--- config.mk ---
export PLATFORM = sky130hd
export DESIGN_NAME = perturb_observe_mppt
export DESIGN_NICKNAME = d
export VERILOG_FILES = /design/src/pom_pkg.sv /design/src/pom_cfg.sv /design/src/pom_power.sv /design/src/pom_track.sv /design/src/perturb_observe_mppt.sv
export SDC_FILE = /design/constraint.sdc
export NUM_CORES = 1
export LEC_CHECK = 0
export ABC_CLOCK_PERIOD_IN_PS = 19300
export BUFFER_PORTS_ARGS = -buffer_cell sky130_fd_sc_hd__buf_2
export CAP_MARGIN = 20
export CORE_ASPECT_RATIO = 1.2
export CORE_UTILIZATION = 55
export CTS_CLUSTER_DIAMETER = 120
export DETAILED_ROUTE_END_ITERATION = 16
export MAX_ROUTING_LAYER = met4
export PLACE_DENSITY = 0.72
export SLEW_MARGIN = 20
export SYNTH_ARGS = -nofsm -noshare
export SYNTH_HDL_FRONTEND = slang
export SYNTH_SLANG_ARGS = --single-unit
--- constraint.sdc ---
create_clock -name i_clk -period 19.3 [get_ports i_clk]
set_input_delay 0.965 -clock i_clk [delete_from_list [all_inputs] [get_ports i_clk]]
set_output_delay 0.965 -clock i_clk [all_outputs]
set_load 0.005 [all_outputs]
--- src/pom_pkg.sv ---
// Shared types, constants and register codes for the perturb-and-observe MPPT block.
`timescale 1ns / 1ps

package pom_pkg;

    localparam int CFG_DUTY_W   = 10;
    localparam int STEP_W       = 6;
    localparam int COR_W        = 8;
    localparam int CUR_W        = 11;
    localparam int MV_W         = 15;
    localparam int POWER_W      = 26;
    localparam int CFG_DATA_W   = 15;
    localparam int CFG_IDX_W    = 3;

    localparam int DUTY_BITS_DEF = 10;
    localparam int DUTY_RESET    = 350;
    localparam int DEADBAND_UW   = 10000;

    localparam logic [CFG_DUTY_W-1:0] MIN_DUTY_RST = CFG_DUTY_W'(100);
    localparam logic [CFG_DUTY_W-1:0] MAX_DUTY_RST = CFG_DUTY_W'(600);
    localparam logic [STEP_W-1:0]     STEP_RST     = STEP_W'(2);
    localparam logic [COR_W-1:0]      COR_RST      = COR_W'(10);
    localparam logic [CUR_W-1:0]      MAX_CUR_RST  = CUR_W'(1000);
    localparam logic [MV_W-1:0]       MAX_VOUT_RST = MV_W'(29000);
    localparam logic [MV_W-1:0]       NUDGE_VOUT_RST = MV_W'(26000);
    localparam logic [MV_W-1:0]       NUDGE_VIN_RST  = MV_W'(15000);

    typedef enum logic [CFG_IDX_W-1:0] {
        CFG_MIN_DUTY   = 3'd0,
        CFG_MAX_DUTY   = 3'd1,
        CFG_STEP_SIZE  = 3'd2,
        CFG_CORRECTION = 3'd3,
        CFG_MAX_CUR    = 3'd4,
        CFG_MAX_VOUT   = 3'd5,
        CFG_NUDGE_VOUT = 3'd6,
        CFG_NUDGE_VIN  = 3'd7
    } t_cfg_idx;

    typedef struct packed {
        logic [CFG_DUTY_W-1:0] min_duty;
        logic [CFG_DUTY_W-1:0] max_duty;
        logic [STEP_W-1:0]     step_size;
        logic [COR_W-1:0]      correction;
        logic [CUR_W-1:0]      max_current_ma;
        logic [MV_W-1:0]       max_vout_mv;
        logic [MV_W-1:0]       nudge_vout_mv;
        logic [MV_W-1:0]       nudge_vin_mv;
    } t_cfg;

    typedef struct packed {
        logic [CUR_W-1:0]   current_ma;
        logic [MV_W-1:0]    vin_mv;
        logic [MV_W-1:0]    vout_mv;
        logic [POWER_W-1:0] power_uw;
    } t_meas;

endpackage

--- src/pom_cfg.sv ---
// Configuration register file for the MPPT block.
`timescale 1ns / 1ps

module pom_cfg (
    input  logic                            i_clk,
    input  logic                            i_rst_n,
    input  logic                            i_cfg_we,
    input  logic [pom_pkg::CFG_IDX_W-1:0]   i_cfg_idx,
    input  logic [pom_pkg::CFG_DATA_W-1:0]  i_cfg_data,
    output pom_pkg::t_cfg                   o_cfg
);
    import pom_pkg::*;

    t_cfg r_cfg;
    t_cfg n_cfg;

    always_comb begin
        n_cfg = r_cfg;
        if (i_cfg_we) begin
            case (t_cfg_idx'(i_cfg_idx))
                CFG_MIN_DUTY:   n_cfg.min_duty       = i_cfg_data[CFG_DUTY_W-1:0];
                CFG_MAX_DUTY:   n_cfg.max_duty       = i_cfg_data[CFG_DUTY_W-1:0];
                CFG_STEP_SIZE:  n_cfg.step_size      = i_cfg_data[STEP_W-1:0];
                CFG_CORRECTION: n_cfg.correction     = i_cfg_data[COR_W-1:0];
                CFG_MAX_CUR:    n_cfg.max_current_ma = i_cfg_data[CUR_W-1:0];
                CFG_MAX_VOUT:   n_cfg.max_vout_mv    = i_cfg_data[MV_W-1:0];
                CFG_NUDGE_VOUT: n_cfg.nudge_vout_mv  = i_cfg_data[MV_W-1:0];
                CFG_NUDGE_VIN:  n_cfg.nudge_vin_mv   = i_cfg_data[MV_W-1:0];
                default:        n_cfg = r_cfg;
            endcase
        end
    end

    always_ff @(posedge i_clk) begin
        if (!i_rst_n) begin
            r_cfg.min_duty       <= MIN_DUTY_RST;
            r_cfg.max_duty       <= MAX_DUTY_RST;
            r_cfg.step_size      <= STEP_RST;
            r_cfg.correction     <= COR_RST;
            r_cfg.max_current_ma <= MAX_CUR_RST;
            r_cfg.max_vout_mv    <= MAX_VOUT_RST;
            r_cfg.nudge_vout_mv  <= NUDGE_VOUT_RST;
            r_cfg.nudge_vin_mv   <= NUDGE_VIN_RST;
        end else begin
            r_cfg <= n_cfg;
        end
    end

    assign o_cfg = r_cfg;

endmodule

--- src/pom_power.sv ---
// Input register and power multiply stage.
`timescale 1ns / 1ps

module pom_power (
    input  logic                        i_clk,
    input  logic                        i_rst_n,
    input  logic                        i_valid,
    output logic                        o_stall,
    input  logic [pom_pkg::CUR_W-1:0]   i_current_ma,
    input  logic [pom_pkg::MV_W-1:0]    i_vin_mv,
    input  logic [pom_pkg::MV_W-1:0]    i_vout_mv,
    output logic                        o_pwr_valid,
    input  logic                        i_pwr_ready,
    output pom_pkg::t_meas              o_meas
);
    import pom_pkg::*;

    logic             r_in_valid;
    logic [CUR_W-1:0] r_cur;
    logic [MV_W-1:0]  r_vin;
    logic [MV_W-1:0]  r_vout;
    logic             r_m_valid;
    t_meas            r_meas;
    logic             m_ready;
    logic             in_ready;

    assign m_ready  = !r_m_valid || i_pwr_ready;
    assign in_ready = !r_in_valid || m_ready;
    assign o_stall  = !in_ready;

    always_ff @(posedge i_clk) begin
        if (!i_rst_n) begin
            r_in_valid <= 1'b0;
            r_m_valid  <= 1'b0;
        end else begin
            if (in_ready) begin
                r_in_valid <= i_valid;
            end
            if (m_ready) begin
                r_m_valid <= r_in_valid;
            end
        end
    end

    always_ff @(posedge i_clk) begin
        if (in_ready && i_valid) begin
            r_cur  <= i_current_ma;
            r_vin  <= i_vin_mv;
            r_vout <= i_vout_mv;
        end
        if (m_ready && r_in_valid) begin
            r_meas.current_ma <= r_cur;
            r_meas.vin_mv     <= r_vin;
            r_meas.vout_mv    <= r_vout;
            // 11 x 15 bit product always fits in 26 bits
            r_meas.power_uw   <= POWER_W'(r_cur) * POWER_W'(r_vin);
        end
    end

    assign o_pwr_valid = r_m_valid;
    assign o_meas      = r_meas;

endmodule

--- src/pom_track.sv ---
// Perturb-and-observe duty update, tracking state and result register.
`timescale 1ns / 1ps

module pom_track #(
    parameter int DUTY_BITS = pom_pkg::DUTY_BITS_DEF
) (
    input  logic                         i_clk,
    input  logic                         i_rst_n,
    input  pom_pkg::t_cfg                i_cfg,
    input  logic                         i_pwr_valid,
    output logic                         o_pwr_ready,
    input  pom_pkg::t_meas               i_meas,
    output logic                         o_valid,
    input  logic                         i_stall,
    output logic [DUTY_BITS-1:0]         o_duty,
    output logic [pom_pkg::POWER_W-1:0]  o_power_uw,
    output logic                         o_duty_too_high,
    output logic                         o_duty_too_low
);
    import pom_pkg::*;

    localparam int DUTY_LIMIT = (1 << DUTY_BITS) - 1;
    localparam int DUTY_INIT  = (DUTY_RESET > DUTY_LIMIT) ? DUTY_LIMIT : DUTY_RESET;
    // signed working width: covers the larger of duty and bound range plus corrections
    localparam int DW = ((DUTY_BITS > CFG_DUTY_W) ? DUTY_BITS : CFG_DUTY_W) + 2;

    logic [DUTY_BITS-1:0] r_duty;
    logic [POWER_W-1:0]   r_prev_power;
    logic [MV_W-1:0]      r_prev_vin;
    logic                 r_o_valid;
    logic [DUTY_BITS-1:0] r_o_duty;
    logic [POWER_W-1:0]   r_o_power;
    logic                 r_o_high;
    logic                 r_o_low;

    logic                 out_ready;
    logic                 fire;
    logic signed [DW-1:0] d_cur, d_trk, d_ov, d_fix, lo, hi, st, cor, lim;
    logic [DUTY_BITS-1:0] n_duty;
    logic                 n_high, n_low;
    logic                 ov_volt, ov_cur, p_up, p_down, v_up, v_down, nudge;

    assign out_ready   = !r_o_valid || !i_stall;
    assign o_pwr_ready = out_ready;
    assign fire        = i_pwr_valid && out_ready;

    always_comb begin
        d_cur = $signed(DW'(r_duty));
        lo    = $signed(DW'(i_cfg.min_duty));
        hi    = $signed(DW'(i_cfg.max_duty));
        st    = $signed(DW'(i_cfg.step_size));
        cor   = $signed(DW'(i_cfg.correction));
        lim   = $signed(DW'(DUTY_LIMIT));

        ov_volt = i_meas.vout_mv > i_cfg.max_vout_mv;
        ov_cur  = i_meas.current_ma > i_cfg.max_current_ma;
        // deadband tests in one extra bit so the offset add cannot wrap
        p_up    = {1'b0, i_meas.power_uw} > ({1'b0, r_prev_power} + (POWER_W + 1)'(DEADBAND_UW));
        p_down  = {1'b0, r_prev_power} > ({1'b0, i_meas.power_uw} + (POWER_W + 1)'(DEADBAND_UW));
        v_up    = i_meas.vin_mv > r_prev_vin;
        v_down  = i_meas.vin_mv < r_prev_vin;
        nudge   = (i_meas.vout_mv < i_cfg.nudge_vout_mv) && (i_meas.vin_mv > i_cfg.nudge_vin_mv);

        d_trk = d_cur;
        if (d_cur < hi && d_cur > lo) begin
            if (ov_volt || ov_cur) begin
                d_trk = d_cur - cor;
            end else if (p_up) begin
                if (v_up) begin
                    d_trk = d_cur + st;
                end else if (v_down) begin
                    d_trk = d_cur - st;
                end
            end else if (p_down) begin
                if (v_up) begin
                    d_trk = d_cur - st;
                end else if (v_down) begin
                    d_trk = d_cur + st;
                end
            end else if (nudge) begin
                d_trk = d_cur + st;
            end
        end else if (d_cur == hi) begin
            d_trk = d_cur - st;
        end else if (d_cur == lo) begin
            d_trk = d_cur + st;
        end

        // safety pass
        d_ov = ov_volt ? (d_trk - cor) : d_trk;
        n_high = 1'b0;
        n_low  = 1'b0;
        d_fix  = d_ov;
        if (d_ov > hi) begin
            d_fix  = d_ov - cor;
            n_high = 1'b1;
        end else if (d_ov < lo) begin
            d_fix  = d_ov + cor;
            n_low  = 1'b1;
        end

        if (d_fix < $signed(DW'(0))) begin
            n_duty = '0;
        end else if (d_fix > lim) begin
            n_duty = DUTY_BITS'(DUTY_LIMIT);
        end else begin
            n_duty = d_fix[DUTY_BITS-1:0];
        end
    end

    always_ff @(posedge i_clk) begin
        if (!i_rst_n) begin
            r_duty       <= DUTY_BITS'(DUTY_INIT);
            r_prev_power <= '0;
            r_prev_vin   <= '0;
            r_o_valid    <= 1'b0;
        end else begin
            if (out_ready) begin
                r_o_valid <= i_pwr_valid;
            end
            if (fire) begin
                r_duty       <= n_duty;
                r_prev_power <= i_meas.power_uw;
                r_prev_vin   <= i_meas.vin_mv;
            end
        end
    end

    always_ff @(posedge i_clk) begin
        if (fire) begin
            r_o_duty  <= n_duty;
            r_o_power <= i_meas.power_uw;
            r_o_high  <= n_high;
            r_o_low   <= n_low;
        end
    end

    assign o_valid         = r_o_valid;
    assign o_duty          = r_o_duty;
    assign o_power_uw      = r_o_power;
    assign o_duty_too_high = r_o_high;
    assign o_duty_too_low  = r_o_low;

endmodule

--- src/perturb_observe_mppt.sv ---
// Perturb-and-observe MPPT top level: config registers, power stage, duty tracker.
// An accepted request moves through the input reg, multiply reg and result reg into o_valid.
// Throughput: one request per cycle unless stalled; duty/prev-sample state closes in last stage.
// Reset (synchronous, active low): pipeline empty, duty = 350 clamped to the duty range,
// previous power and vin = 0, config registers at their defaults.
`timescale 1ns / 1ps

module perturb_observe_mppt #(
    parameter int DUTY_BITS = pom_pkg::DUTY_BITS_DEF
) (
    input  logic                            i_clk,
    input  logic                            i_rst_n,
    input  logic                            i_cfg_we,
    input  logic [pom_pkg::CFG_IDX_W-1:0]   i_cfg_idx,
    input  logic [pom_pkg::CFG_DATA_W-1:0]  i_cfg_data,
    input  logic                            i_valid,
    output logic                            o_stall,
    input  logic [pom_pkg::CUR_W-1:0]       i_current_ma,
    input  logic [pom_pkg::MV_W-1:0]        i_vin_mv,
    input  logic [pom_pkg::MV_W-1:0]        i_vout_mv,
    output logic                            o_valid,
    input  logic                            i_stall,
    output logic [DUTY_BITS-1:0]            o_duty,
    output logic [pom_pkg::POWER_W-1:0]     o_power_uw,
    output logic                            o_duty_too_high,
    output logic                            o_duty_too_low
);
    import pom_pkg::*;

    t_cfg  w_cfg;
    t_meas w_meas;
    logic  w_pwr_valid;
    logic  w_pwr_ready;

    pom_cfg u_cfg (
        .i_clk      (i_clk),
        .i_rst_n    (i_rst_n),
        .i_cfg_we   (i_cfg_we),
        .i_cfg_idx  (i_cfg_idx),
        .i_cfg_data (i_cfg_data),
        .o_cfg      (w_cfg)
    );

    pom_power u_power (
        .i_clk        (i_clk),
        .i_rst_n      (i_rst_n),
        .i_valid      (i_valid),
        .o_stall      (o_stall),
        .i_current_ma (i_current_ma),
        .i_vin_mv     (i_vin_mv),
        .i_vout_mv    (i_vout_mv),
        .o_pwr_valid  (w_pwr_valid),
        .i_pwr_ready  (w_pwr_ready),
        .o_meas       (w_meas)
    );

    pom_track #(
        .DUTY_BITS (DUTY_BITS)
    ) u_track (
        .i_clk           (i_clk),
        .i_rst_n         (i_rst_n),
        .i_cfg           (w_cfg),
        .i_pwr_valid     (w_pwr_valid),
        .o_pwr_ready     (w_pwr_ready),
        .i_meas          (w_meas),
        .o_valid         (o_valid),
        .i_stall         (i_stall),
        .o_duty          (o_duty),
        .o_power_uw      (o_power_uw),
        .o_duty_too_high (o_duty_too_high),
        .o_duty_too_low  (o_duty_too_low)
    );

    // input side only backs up when every stage downstream is full and blocked
    a_stall_full: assert property (@(posedge i_clk) disable iff (!i_rst_n)
        o_stall |-> (w_pwr_valid && o_valid && i_stall))
        else $error("input stalled with room in the pipeline");

    a_flags_excl: assert property (@(posedge i_clk) disable iff (!i_rst_n)
        o_valid |-> !(o_duty_too_high && o_duty_too_low))
        else $error("duty flagged both high and low");

    a_result_src: assert property (@(posedge i_clk) disable iff (!i_rst_n)
        $rose(o_valid) |-> $past(w_pwr_valid))
        else $error("result appeared without a request in the power stage");

    a_ready_pass: assert property (@(posedge i_clk) disable iff (!i_rst_n)
        (w_pwr_valid && !w_pwr_ready) |-> (o_valid && i_stall))
        else $error("power stage held back while result register could take it");

endmodule
Word-level counts from Yosys, hierarchy flattened --
Index checks and enable logic that the tools add are counted. Widths: inputs -> output; s select.
Word-level totals: register bits 290, bits of input ports 64, output and inout bits 40, word-level logic and storage cells 98
Cells by class: add/subtract/negate cells 8, $mul 1, $lt $le $gt $ge 14, eq/ne operators 9, multiplexer cells 18, reduce and logical (&&, ||, !) cells 23
Operators with widths (number):
- $mux 12 | 14
- $add 26x14->27 const B | 2
- $gt 26x27->1 | 2
- $gt 15x15->1 | 3
- $lt 15x15->1 | 2
- $mul 11x15->26 | 1
- $sub 12x9->12 | 2
- $eq 10x10->1 | 2
- $mux 10 | 2
- $reduce_and 2->1 | 8
- $add 12x9->12 | 1
- $eq 3x3->1 const B | 4
- $gt 12x11->1 | 1
- $gt 12x11->1 const B | 1
- $lt 12x1->1 const B | 1
- $lt 12x11->1 | 1
- $add 10x6->11 | 1
- $gt 11x11->1 | 1
- $sub 10x6->11 | 1
- $sub 10x8->11 | 1
- $gt 10x10->1 | 1
- $lt 10x10->1 | 1
- $eq 3x2->1 const B | 2
- $logic_and 1x1->1 | 5
- other kinds (5) | 13

Logic depth before layout (Yosys ltp) --
depth after elaboration 15, gate-level depth with buffers 43, depth with buffers taken out 41

Cells and area by module --
From an unflattened synthesis, not the netlist that was laid out.
Second synthesis, totals: cells, all modules 2576, area, all modules 23876.6 µm²
By module, submodules not included:
- pom_track | instances 1, cells an instance 1462, area each 11548.6 µm², sequential area each 2182.1 µm²
- pom_power | instances 1, cells an instance 777, area each 8824.7 µm², sequential area each 3283.1 µm²
- pom_cfg | instances 1, cells an instance 337, area each 3503.4 µm², sequential area each 1801.7 µm²

Least setup slack after synthesis --
No wires, ideal clock.
path kind register to register, start register u_power.r_meas (netlist bit u_power.o_meas[4]), end register u_track.r_o_duty[9] (netlist: u_track.o_duty[9]), data pin, library setup time 0.260 ns, arrival 8.185 ns, required time 19.040 ns, slack 10.855 ns, stages on the path, launching flop included 38, path buffers 2, period minus slack after synthesis 8.445 ns, cells stage by stage edfxtp_1 > ha_1 > and3_4 > or4_4 > a31oi_4 > nor3_1 > nand4_1 > xor2_1 > ha_1 > a21o_1 > a21oi_1 > o21ai_0 > a221o_1 > o21ai_2 > clkbuf_1 > nand4_1 > nor3b_2 > and2_1 > (+2 left out) > fa_1 > o21ai_0 > ha_1 > nor2b_1 > o21a_1 > o21a_1 > o21ai_0 > a211oi_1 > o21ai_0 > inv_1 > nor3_1 > mux2i_1 > a2111oi_4 > o221ai_1 > and3_1 > o22ai_2 > buf_6 > nand2_1
On the way: longest elaborated chain between the ends 14, elaborated cells on any way between the ends 19, those cells by class add/sub: 4; order compare: 6; mux: 9
RTL lines:
- start, declared | RTL line pom_power.sv:23 | t_meas r_meas;
- $add 26x14->27 | RTL line pom_track.sv:59 | p_down = {1'b0, r_prev_power} > ({1'b0, i_meas.power_uw} + (POWER_W + 1)'(DEADBAND_UW));
- $gt 26x27->1 | RTL line pom_track.sv:59
- $mux 12 | RTL line pom_track.sv:74 | end else if (p_down) begin
- $mux 12 * | RTL line pom_track.sv:68 | end else if (p_up) begin
- $mux 12 * | RTL line pom_track.sv:66 | if (ov_volt || ov_cur) begin
- $mux 12 * | RTL line pom_track.sv:65 | if (d_cur < hi && d_cur > lo) begin
- $sub 12x9->12 | RTL line pom_track.sv:90 | d_ov = ov_volt ? (d_trk - cor) : d_trk;
- $mux 12 * | RTL line pom_track.sv:90
- $add 12x9->12 or $lt 12x11->1 (tied branches) | RTL line pom_track.sv:98, pom_track.sv:97
- $mux 12 | RTL line pom_track.sv:97 | end else if (d_ov < lo) begin
- $mux 12 * | RTL line pom_track.sv:94 | if (d_ov > hi) begin
- $gt 12x11->1 | RTL line pom_track.sv:104 | end else if (d_fix > lim) begin
- $mux 10 | RTL line pom_track.sv:104
- $mux 10 * | RTL line pom_track.sv:102 | if (d_fix < $signed(DW'(0))) begin
- net u_track.n_duty[9] | RTL line pom_track.sv:39 | logic [DUTY_BITS-1:0] n_duty;
- end signal, assigned | RTL line pom_track.sv:131 | r_o_duty <= n_duty;
- end, declared | RTL line pom_track.sv:31 | logic [DUTY_BITS-1:0] r_o_duty;
Mark *: on every way through the listed nets, which the timed path passes. The rest lies on a longest branch. A chain may end at the register's enable or synchronous reset.

Worst setup path after layout --
start register u_power.r_meas (netlist bit u_power.o_meas[4]), end register u_track.r_o_duty[6] (netlist: u_track.o_duty[6]), data pin
The elaborated chain is that of the path after synthesis.

==> results.sh <==
export IMPL_criticalPathCategory="reg -> reg"
export IMPL_cts_hold_repair_buffers=0
export IMPL_ys_async_rst_share_pct=0
export IMPL_critPathMaxStageDelay_ns=0.79
export IMPL_share_comb_of_total_power_pct=55.8
export IMPL_finalMaxSlewViolations=0
export IMPL_floorplan_die_area_um2=43490
export IMPL_synth_area_leader_cell="edfxtp_1"
export IMPL_final_hold_viol_count=0
export IMPL_power_frac_clock_pct=18.9
export IMPL_final_standard_cell_count_with_taps_included_and_fillers_excluded=3214
export IMPL_arrival_ns=11.15
export IMPL_synthMostInstantiatedCell="nand2_1"
export IMPL_tritoncts_clock_tree="yes"
export IMPL_timing_rr_start="u_power.o_meas[4]"
export IMPL_core_region_area_um2=41960
export IMPL_netlist_area_leader_share_pct=18.69
export IMPL_slew_limit_headroom_pct=27.74
export IMPL_via_count_of_the_first_global_routing_pass=19260
export IMPL_clock_tree_htree_level_count=1
export IMPL_pwr_density_cell_nw_per_um2=137.4
export IMPL_setup_worst_path_start_class="register"
export IMPL_cts_repair_resize_count=0
export IMPL_detail_route_antenna_nets=0
export IMPL_cap_viol_max_count=0
export IMPL_cpMaxStageDelayCell="a2111oi_4"
export IMPL_cts_root_cell="clkbuf_16"
export IMPL_detailedRoute_firstIterationViolations=1146
export IMPL_outcome="finished, final reports clean"
export IMPL_number_of_diodes=0
export IMPL_numClockSinks=290
export IMPL_worst_hold_startpoint="u_power.r_vout[6]"
export IMPL_die_h_um=228.2
export IMPL_finalPower_mw=3.514
export IMPL_synthCells=2583
export IMPL_timing_hold_worst_class="reg -> reg"
export IMPL_boundaryPins=104
export IMPL_cp_data_required_time_ns=19.60
export IMPL_edff_count_synth=146
export IMPL_max_freq_mhz=92.20
export IMPL_netlist_top_cells_count="nand2_1 (425), inv_1 (272), ha_1 (269), edfxtp_1 (146), dfxtp_1 (144)"
export IMPL_final_setup_skew_ns=0.01590
export IMPL_io_buffer_count=103
export IMPL_drt_wl_total_um=63320
export IMPL_synth_flop_cell="edfxtp_1"
export IMPL_timing_critical_path_mode_cell="o21ai_0"
export IMPL_wl_per_cell_um=19.70
export IMPL_stdcell_area_um2=25580
export IMPL_cells_after_dpl=3155
export IMPL_placement_rows=82
export IMPL_sequential_area_share_after_synthesis_pct=30.98
export IMPL_final_setup_tns_ns=0
export IMPL_syn_mean_instance_area_um2=9.082
export IMPL_post_synth_instance_area_um2=23460
export IMPL_period_needed_ns=10.85
export IMPL_critical_path_startpoint="u_power.o_meas[4]"
export IMPL_routability_cong=0.9771
export IMPL_seq_power_share_pct=25.3
export IMPL_synthToLayoutAreaGrowth_pct=9.040
export IMPL_power_switching_fraction_pct=42.63
export IMPL_viasPerCell=5.935
export IMPL_cts_setup_buffers=0
export IMPL_synthesized_netlist_net_count=3038
export IMPL_pin_count_of_the_biggest_net_entering_global_routing=104
export IMPL_drt_first_pass_iters=5
export IMPL_grt_antenna_before_repair=0
export IMPL_tightest_slew_ns=1.079
export IMPL_overflow=0
export IMPL_finish_net_count=3098
export IMPL_synth_ff_latch_count=290
export IMPL_power_static_leakage_nw=10.83
export IMPL_place_area_um2=24420
export IMPL_switchingPower_mw=1.498
export IMPL_ys_warn_count=0
export IMPL_initial_core_utilization_pct=55.90
export IMPL_fp_dieW_um=190.5
export IMPL_clkLatencyLatePin_ns=0.59
export IMPL_vias=19070
export IMPL_holdWs_ns=0.4174
export IMPL_cp_max_fo=17
export IMPL_grt_total_usage_pct=30.66
export IMPL_synth_area_top_cells="edfxtp_1 (19%), ha_1 (14%), dfxtp_1 (12%)"
export IMPL_clk_path_buf_depth=3
export IMPL_drive_gt1_share_pct=8.583
export IMPL_grt_first_pass_wirelength_um=102000
export IMPL_netlist_cell_type_count=100
export IMPL_cp_end_kind="register"
export IMPL_vdd_ir_drop_max_uv=195.3
export IMPL_setup_violations=0
export IMPL_clkSlewWorstSetupHoldPaths_ns=0.07
export IMPL_detailed_place_hpwl_um=47880
export IMPL_drcViolationCount=0
export IMPL_internal_power_mw=2.016
export IMPL_cts_buffers=31
export IMPL_setup_repair_after_global_routing_missed_its_margin="no"
export IMPL_period_share_pct=56.19
-- through the flow --
step                setup WS [ns]  util (%)
finish                      8.454     60.96
global route                7.638     60.96
global placement            9.051     58.20
detailed placement          8.636     58.20
floorplan                   10.85         -
CTS                         8.582     60.94
-- worst paths after layout --
kind                         to  slack [ns]  depth (start not counted)
min reg2reg  u_power.o_meas[32]        0.42                          0
max           u_track.o_duty[6]        8.45                         39
max reg2reg   u_track.o_duty[6]        8.45                         39
min          u_power.o_meas[32]        0.42                          0
-- logic make-up (layout without fill, tap and decap cells) --
logic type      after synthesis  count (layout)  share of synthesized area (%)
compound gates              545             545                          16.37
xor+xnor                     79              79                          2.950
fa+ha+maj                   392             392                          24.80
buf+inv                     372             457                          6.134
flops                       290             290                          30.98
mux                          25              25                          1.104
simple gates                880             880                          17.66
-- registers in the layout, indices dropped and copies added, names as in the netlist, 10 cells and up --
signal	flops
u_cfg.o_cfg	90
u_track.r_prev_vin	15
u_power.o_meas	67
u_track.r_prev_power	26
u_power.r_cur	11
u_track.r_duty	10
u_track.o_duty	10
u_power.r_vin	15
u_track.o_power_uw	26
u_power.r_vout	15
-- metal layers --
layer  wire length (um)  up-vias  track usage [%]
li1                   -     9066                -
met1              25130     9268            34.69
met2              32110      562            54.07
met3               2997      178            2.923
met4               3091        0            14.15
met5                  0        -                -
-- power groups by stage --
stage | clock network, mW | registers (mW) | logic (mW)
2_1_floorplan | 0 | 0.851 | 1.49
3_3_place_gp | 0 | 0.900 | 1.90
3_5_place_dp | 0 | 0.900 | 1.94
4_1_cts | 0.676 | 0.887 | 1.96
5_1_grt | 0.698 | 0.896 | 2.21
6_report | 0.666 | 0.888 | 1.96
-- layout make-up --
class / count / area, um2
well taps: 546 / 683.2
clock buffers: 40 / 880.8
fillers: 3599 / 16380
repair buffers: 125 / 680.7
flip-flops and latches: 290 / 7267
inverters: 274 / 1028
clock inverters: 18 / 269.0
multi-input cells: 1921 / 14770
-- placed cells by master (no fill, tap or decap), types with 44 or more instances in the layout --
| cell | instances |
|---|---|
| nand2_1 | 425 |
| xnor2_1 | 45 |
| a21boi_0 | 100 |
| a21oi_1 | 103 |
| o21ai_0 | 76 |
| nor2_1 | 121 |
| nand3_1 | 49 |
| and2_1 | 77 |
| buf_2 | 103 |
| edfxtp_1 | 146 |
| ha_1 | 269 |
| o211ai_1 | 54 |
| inv_1 | 272 |
| dfxtp_1 | 144 |
| fa_1 | 122 |
| nor3_1 | 44 |
-- worst max-delay path: cells and delay by family (launching register included) --
kind | cells | cell delay [ns]
multiplexers | 2 | 0.40
buffers and inverters | 2 | 0.30
XOR/XNOR | 2 | 0.66
adder cells (fa/ha/maj) | 4 | 1.34
AND/OR/NAND/NOR | 10 | 1.90
flip-flops | 1 | 0.48
AO/OA/AOI/OAI | 19 | 5.45
No activity file was read; power rests on OpenSTA's default activity.
